===== config.mk =====
export PLATFORM = sky130hd
export DESIGN_NAME = spq_cell
export DESIGN_NICKNAME = d
export VERILOG_FILES = /design/src/hw/rtl/spq_pkg.sv /design/src/hw/rtl/spq_cell.sv
export SDC_FILE = /design/constraint.sdc
export NUM_CORES = 1
export LEC_CHECK = 0
export ABC_AREA = 1
export BUFFER_PORTS_ARGS = -buffer_cell sky130_fd_sc_hd__buf_2
export CELL_PAD_IN_SITES_DETAIL_PLACEMENT = 0
export CELL_PAD_IN_SITES_GLOBAL_PLACEMENT = 1
export CORE_MARGIN = 3
export CORE_UTILIZATION = 30
export DETAILED_ROUTE_END_ITERATION = 16
export HOLD_SLACK_MARGIN = 0.08
export PLACE_DENSITY_LB_ADDON = 0.25
export SYNTH_ARGS = -nofsm -noshare
export SYNTH_HDL_FRONTEND = slang
export SYNTH_SLANG_ARGS = --single-unit

===== constraint.sdc =====
create_clock -name clock -period 11.2 [get_ports clock]
set_clock_uncertainty 0.1 [all_clocks]
set_input_delay 1.12 -clock clock [delete_from_list [all_inputs] [get_ports clock]]
set_output_delay 1.12 -clock clock [all_outputs]
set_load 0.03 [all_outputs]

===== src/hw/rtl/spq_pkg.sv =====
// Shared types and constants of the stable sorted priority queue.
package spq_pkg;

   localparam int DEFAULT_QUEUE_DEPTH = 128;
   localparam int ID_W    = 32;
   localparam int CLASS_W = 2;
   localparam int TIME_W  = 17;
   localparam int KEY_W   = 19;
   localparam int FILL_W  = 8;
   localparam int CLASS_SCALE = 100000;

   typedef enum logic {
      OP_INSERT = 1'b0,
      OP_POP    = 1'b1
   } opcode_type;

   typedef enum logic [1:0] {
      ST_INSERTED = 2'd0,
      ST_FULL     = 2'd1,
      ST_POPPED   = 2'd2,
      ST_EMPTY    = 2'd3
   } status_type;

   typedef struct packed {
      logic [ID_W-1:0]    id;
      logic [CLASS_W-1:0] pclass;
      logic [TIME_W-1:0]  time_stamp;
      logic [KEY_W-1:0]   key;
   } entry_type;

   typedef struct packed {
      logic insert_en;
      logic pop_en;
   } cell_ctrl_type;

   function automatic logic [KEY_W-1:0] sort_key(input logic [CLASS_W-1:0] pclass,
                                                 input logic [TIME_W-1:0] time_stamp);
      logic [KEY_W-1:0] scaled;
      scaled = KEY_W'(pclass) * KEY_W'(CLASS_SCALE);
      return scaled + KEY_W'(time_stamp);
   endfunction

endpackage


===== src/hw/rtl/spq_cell.sv =====
// One slot of the sorted shift chain: compares its key and shifts left or right.
module spq_cell
   import spq_pkg::*;
(
   input  logic          clock,
   input  cell_ctrl_type ctrl,
   input  logic          occupied,
   input  entry_type     new_entry,
   input  entry_type     left_entry,
   input  logic          left_greater,
   input  entry_type     right_entry,
   output entry_type     entry,
   output logic          greater
);

   entry_type entry_ff;
   entry_type entry_in;

   // A held entry with a strictly larger key moves back, so equal keys keep their order.
   assign greater = occupied && (entry_ff.key > new_entry.key);
   assign entry   = entry_ff;

   always_comb begin
      entry_in = entry_ff;
      if (ctrl.pop_en) begin
         entry_in = right_entry;
      end else if (ctrl.insert_en) begin
         if (left_greater) begin
            entry_in = left_entry;
         end else if (greater || !occupied) begin
            entry_in = new_entry;
         end
      end
   end

   always_ff @(posedge clock) begin
      entry_ff <= entry_in;
   end

endmodule


== Word level (Yosys, flattened, before mapping) ==
Cells that the tools add are included.
Word-level totals
  flip-flop bits (word level): 70
  output and inout bits: 71
  word-level logic and storage cells: 15
  input bits: 215
Operators by class
  $lt $le $gt $ge: 1
  mux-type cells: 4
  reduce and logical (&&, ||, !) cells: 6
Operator list (number)
  $mux W70: 4
  $gt A19 B19 Y1: 1
  $reduce_bool A3 Y1: 1
  $reduce_and A2 Y1: 1
  $reduce_bool A2 Y1: 1
  $logic_and A1 B1 Y1: 1
  $logic_not A1 Y1: 1
  $logic_or A1 B1 Y1: 1

== Logic depth before layout (Yosys ltp) ==
Gate-level depths: netlist (run 1).
  word-level depth: 7
  gate-level depth with buffers: 12
  mapped depth without buffers: 12

== Least setup slack after synthesis (run 1) ==
Ideal clock, no wire load.
  kind: input -> register
  start: in new_entry[10] (netlist name)
  end: reg entry_ff, in the netlist entry[0], enable pin
  stages on the path: 10
  data arrival time: 3971 ps
  required time: 10647 ps
  library setup time: 453 ps
  slack: 6676 ps
  cells stage by stage: inv_1 > ha_1 > nand2_1 > nor2_2 > nand2_1 > nor2_1 > nand2_1 > nand3_2 > nand2_2 > a21oi_2
On the way
  longest elaborated chain between the ends: 5
Ends and longest elaborated chain
  start, declared: line spq_cell.sv:8  | input entry_type new_entry,
  $gt A19 B19 Y1: line spq_cell.sv:20  | assign greater = occupied && (entry_ff.key > new_entry.key);
  $logic_and A1 B1 Y1: line spq_cell.sv:20
  $logic_or A1 B1 Y1: line spq_cell.sv:30  | end else if (greater || !occupied) begin
  $reduce_bool A3 Y1 (no line)
  $reduce_and A2 Y1 (no line)
  end signal, assigned: line spq_cell.sv:37  | entry_ff <= entry_in;
  end, declared: line spq_cell.sv:16  | entry_type entry_ff;
No other way between the ends.
A chain may end at the register's enable or synchronous reset.

== Worst setup path after layout (run 1) ==
  start: in new_entry[14] (netlist name)
  end: out greater
On the way
  longest elaborated chain between the ends: 2
Ends and longest elaborated chain
  $gt A19 B19 Y1: line spq_cell.sv:20
  $logic_and A1 B1 Y1: line spq_cell.sv:20
  end, declared: line spq_cell.sv:13  | output logic greater
No other way between the ends.

==> results of run 1 <==
## cell type report
cell class | count | area, um2
Fill cell | 1376 | 7071
Sequential cell | 70 | 2102
Multi-Input combinational cell | 351 | 1704
Timing Repair Buffer | 290 | 1464
Clock buffer | 10 | 229.0
Tap cell | 172 | 215.2
Inverter | 30 | 112.6
Clock inverter | 5 | 27.53
Antenna cell | 1 | 2.502
## path summary, 6_finish.rpt
kind                                            end  slack, ns  cells after the start
worst max-delay path                        greater       7.50                     12
worst min-delay path            entry[17]$_DFFE_PP_       1.02                      3
worst max register to register  entry[31]$_DFFE_PP_       7.99                     10
worst min register to register   entry[9]$_DFFE_PP_       1.23                      7
## cell families after synthesis
logic type | Yosys count | share of synthesized area [%]
and+or+nand+nor | 183 | 17.31
AOI/OAI and AO/OA | 149 | 18.61
adders and majority gates | 19 | 5.853
DFF | 70 | 51.76
buffers and inverters | 60 | 6.469
## metrics by stage
| stage | setup slack (ns) | cells | cell area, um2 | hold slack (ns) | total power [W] |
|---|---|---|---|---|---|
| final | 7.501 | 929 | 5857 | 1.019 | 0.0007863 |
| after global routing | 7.177 | 929 | 5857 | 1.018 | 0.0008329 |
| after detailed placement | 7.087 | 913 | 5598 | 1.245 | 0.0005471 |
| after global placement | 7.153 | 913 | 5598 | 1.200 | 0.0005453 |
| after floorplan | 6.676 | 481 | 4061 | 1.250 | 0.0004629 |
| after CTS | 7.431 | 928 | 5854 | 1.001 | 0.0007996 |
## tightest hold or removal path: stages
cell,delay (ns)
buf_2,0.07
nor2_1,0.03
a21oi_1,0.09
## where the power goes
part | switching [W] | internal (W)
sequential | 0.00000836 | 0.000323
combinational | 0.000136 | 0.0000723
clock | 0.000100 | 0.000147
## cell usage after synthesis
library cell / count
nand4_1: 1
a21oi_1: 146
nor2_1: 77
nand3_2: 1
nor3_1: 2
nand2_2: 1
inv_1: 27
nor2_2: 1
edfxtp_1: 70
a21oi_2: 1
ha_1: 19
o21ai_2: 1
inv_2: 2
clkinv_1: 1
a21o_1: 1
buf_2: 30
nand2_1: 100
## metal layers
| layer | GRT usage, % | up-vias | wire [um] |
|---|---|---|---|
| met5 | 0 | - | 0 |
| met4 | 5.108 | 0 | 184 |
| met3 | 5.806 | 16 | 1319 |
| met2 | 33.22 | 183 | 7139 |
| met1 | 20.09 | 1954 | 5274 |
| li1 | - | 2182 | - |
==> results.json, run 1 <==
{
  "post-synth-top-area-fraction_pct": 51.76,
  "yosysUniqueCellTypes": 17,
  "yosys_warnings": 0,
  "ys_seq_elements": 70,
  "hold_viol_final": 0,
  "path_cells": "buf_2 > inv_1 > ha_1 > nand2_1 > nor2_1 > nand2_1 > nor2_1 > nand2_1 > nand3_2 > nand2_2 > nor2_1 > buf_2",
  "cp-end-kind": "output pin",
  "grt_pass1_wl_um": 21210,
  "dpl.hpwl_um": 10350,
  "power_density_nw_per_um2": 134.3,
  "synth_area_leaders": "edfxtp_1, a21oi_1, nand2_1",
  "hold_buffers": 0,
  "tritoncts": "done",
  "finalCritPeriodShare_pct": 33.03,
  "core_um2": 12930,
  "clock_path_buffers": 2,
  "die_x_um": 122.4,
  "cp_top_family": "simple AND/OR/NAND/NOR gates",
  "drtAntennaViolNets": 0,
  "synthCells": 481,
  "grt_max_degree": 74,
  "relSlewSlack_pct": 37.91,
  "gp_congestion": 0.8440,
  "drc": 0,
  "r2r-start": "entry[14]$_DFFE_PP_",
  "portBuffers": 285,
  "drt-total-wl_um": 13920,
  "final_layout_size_suffix_gt1_share_pct": 41.14,
  "clkLatencyLatePin_ns": 0.32,
  "viasPerCell": 4.666,
  "final_util_pct": 45.31,
  "status": "completed",
  "period_needed_ns": 3.699,
  "startpoint_type": "primary input",
  "maxCapViolCount": 0,
  "numCtsBuffers": 9,
  "fin_tns_setup_ns": 0,
  "overflow": 0,
  "post_cts_buffers": 0,
  "min_path_type": "in2reg",
  "peakVddDrop_mv": 0.06285,
  "syn-num-nets": 715,
  "grt_pass1_vias": 4350,
  "avgRoutedWirePerCell_um": 14.98,
  "nNetsFinal": 986,
  "path_clk_slew_ns": 0.05,
  "drt_iter0_markers": 130,
  "num_vias": 4335,
  "synth_area_um2": 4061,
  "initial_core_util_pct": 31.42,
  "arrival_ns": 2.48,
  "crit_required_ns": 9.98,
  "final_common_cell": "buf_2",
  "setup_viol": 0,
  "synth_area_leader_cell": "edfxtp_1",
  "gr-usage-all-layers_pct": 18.14,
  "postSynthAreaPerCell_um2": 8.444,
  "critPathLaunch": "new_entry[14]",
  "cp_slowest_cell": "ha_1",
  "ioPinCount": 286,
  "fp.dieH_um": 122.4,
  "final_cell_mix": "buf_2, a21oi_1, nand2_1, nor2_1, edfxtp_1",
  "htree_levels": 3,
  "drv_slew": 0,
  "dieArea_um2": 14970,
  "critPathBufInv": 3,
  "max_stage_delay_ns": 0.28,
  "cp_max_fo": 2,
  "cts_resized": 0,
  "cts_sinks": 70,
  "drt_pass1_iterations": 5,
  "antenna_found_initial": 1,
  "max_freq_mhz": 270.3,
  "hp-start": "right_entry[17]",
  "rsz0062_at_grt": "false",
  "p_leak_nw": 2.884,
  "fp-row-count": 41,
  "clk_root_buffer_cell": "clkbuf_16",
  "area_growth_pct": 44.21,
  "worst_pin_slew_ns": 0.9293,
  "ys_seq_area_share_pct": 51.76,
  "largest_reg_flops": 70,
  "critPathKind": "in2out"
}
(Power assumes the default switching activity.)
==> run 2: changes to the inputs <==
CORE_UTILIZATION = 28   (was 30)
clock period = 3.56 ns   (was 11.2 ns; I/O delays follow)
==> run 2 against run 1 <==
Net effect: sequential cell count is the same; first-iteration DRC count up 4.6%; clock power rose to 3.8 times the previous value; routed wire length grew 4.4%; final area rose by 1.6%; sequential share of layout area down 0.56 points; utilization down 2.9 points; cell count grew 1.1%; register-to-register slack lost 6.7 ns; largest cell class unchanged; combinational power increased to 3.2 times the previous value; global-route usage fell by 0.67 points; via count increased by 0.83%.
==> results.json, run 2 (synthesis results as in run 1) <==
{
  "p_int_w": 0.001856,
  "startpoint_type": "flip-flop",
  "dpl.hpwl_um": 11010,
  "rsz0062_at_grt": "false",
  "post_cts_buffers": 0,
  "path_clk_slew_ns": 0.06,
  "fp.dieH_um": 126.4,
  "clkLatencyLatePin_ns": 0.32,
  "viasPerCell": 4.655,
  "fin_tns_setup_ns": 0,
  "power_density_nw_per_um2": 445.3,
  "cts_sinks": 70,
  "drtAntennaViolNets": 0,
  "max_freq_mhz": 412.8,
  "p_sw_share_pct": 29.95,
  "portBuffers": 285,
  "tritoncts": "done",
  "comb_power_share_pct": 25.1,
  "antenna_found_initial": 0,
  "relSlewSlack_pct": 53.58,
  "p_clk_share_pct": 35.6,
  "grt_pass1_wl_um": 22020,
  "final_cell_mix": "buf_2, a21oi_1, nand2_1, nor2_1, edfxtp_1",
  "cp-end-kind": "output pin",
  "drc": 0,
  "drt-total-wl_um": 14530,
  "p_leak_nw": 2.930,
  "fp-row-count": 43,
  "period_needed_ns": 2.422,
  "peakVddDrop_mv": 0.2773,
  "crit_required_ns": 3.10,
  "hp-start": "right_entry[53]",
  "drv_slew": 0,
  "clk_root_buffer_cell": "clkbuf_16",
  "status": "completed",
  "nNetsFinal": 988,
  "cp_max_fo": 2,
  "dieArea_um2": 15990,
  "gp_congestion": 0.8614,
  "numCtsBuffers": 9,
  "final_layout_size_suffix_gt1_share_pct": 41.50,
  "initial_core_util_pct": 28.92,
  "overflow": 0,
  "netSwitchingPower_w": 0.0007935,
  "antenna_cells": 0,
  "finalCritPeriodShare_pct": 68.04,
  "fill_cells": 1466,
  "cts_resized": 0,
  "ioPinCount": 286,
  "gr-usage-all-layers_pct": 17.47,
  "hold_viol_final": 0,
  "largest_reg_flops": 70,
  "drt_pass1_iterations": 4,
  "power_frac_seq_pct": 39.3,
  "arrival_ns": 1.97,
  "gr-usage-met2_pct": 31.60,
  "area_growth_pct": 46.49,
  "fin_ws_ns": 1.138,
  "drt_iter0_markers": 136,
  "critPathKind": "reg2out",
  "htree_levels": 3,
  "die_x_um": 126.4,
  "use_met1_pct": 18.86,
  "setup_viol": 0,
  "num_vias": 4371,
  "clock_path_buffers": 2,
  "met3_usage_pct": 6.105,
  "grt_max_degree": 71,
  "place_ws_ns": 1.161,
  "final_common_cell": "buf_2",
  "grt_busiest_layer": "met2",
  "avgRoutedWirePerCell_um": 15.47,
  "core_um2": 14040,
  "min_path_type": "in2reg",
  "maxCapViolCount": 0,
  "grt_pass1_vias": 4524,
  "critPathLaunch": "entry[14]$_DFFE_PP_",
  "worst_pin_slew_ns": 0.6953,
  "r2r-start": "entry[14]$_DFFE_PP_",
  "hold_buffers": 0
}
==> run 2: changes by cell type in the layout (fill, tap and decap cells not counted), sizes merged <==
| cell | delta |
|---|---|
| buf | +2 |
| bufinv | +2 |
| clkbuf | -1 |
| clkinv | +1 |
| clkinvlp | -1 |
| diode | -1 |
==> run 2: power by group through the flow <==
stage	Sequential [W]	Combinational, W	Clock [W]
after floorplan	0.00123	0.000223	0
after global placement	0.00106	0.000670	0
after detailed placement	0.00106	0.000674	0
after CTS	0.00104	0.000675	0.000970
after global routing	0.00105	0.000730	0.00100
final	0.00104	0.000664	0.000943
==> run 2: worst max-delay path, stage by stage, from the launching register on <==
cell	delay, ns
edfxtp_1	0.39
ha_1	0.31
nand2_1	0.07
nor2_1	0.17
nand2_1	0.10
nor2_1	0.08
nand2_1	0.06
nand3_2	0.07
nand2_2	0.07
nor2_1	0.10
buf_2	0.22
==> run 2: per-stage QoR <==
step / utilization, % / hold slack [ns] / instances / power [W] / instance area (um2)
2_1_floorplan: - / 0.4859 / 481 / 0.001456 / 4069
3_3_place_gp: 40.13 / 0.5728 / 923 / 0.001726 / 5635
3_5_place_dp: 40.13 / 0.5804 / 923 / 0.001733 / 5635
4_1_cts: 42.37 / 0.2383 / 939 / 0.002688 / 5949
5_1_grt: 42.37 / 0.2584 / 939 / 0.002782 / 5949
6_report: 42.37 / 0.2480 / 939 / 0.002649 / 5949
==> run 2: layout make-up <==
class                   count  area (um2)  area share [%]
well taps                 180       225.2           3.785
multi-input cells         351        1704           28.64
repair buffers            292        1491           25.07
inverters                  30       112.6           1.893
clock inverters             7       88.84           1.493
flip-flops and latches     70        2102           35.33
clock buffers               9       225.2           3.785
==> run 2: final timing paths <==
check | endpoint | slack, ns | cells after the start
worst max-delay path | greater | 1.14 | 10
worst min-delay path | entry[53]$_DFFE_PP_ | 0.25 | 3
worst max register to register | entry[28]$_DFFE_PP_ | 1.26 | 10
worst min register to register | entry[17]$_DFFE_PP_ | 1.27 | 7
==> run 2: layer usage <==
metal	part of all wire, %	up-vias	routed length, um
li1	-	2180	-
met2	50	200	7212
met1	38	1973	5466
met4	1.9	0	274
met5	0	-	0
met3	11	18	1574
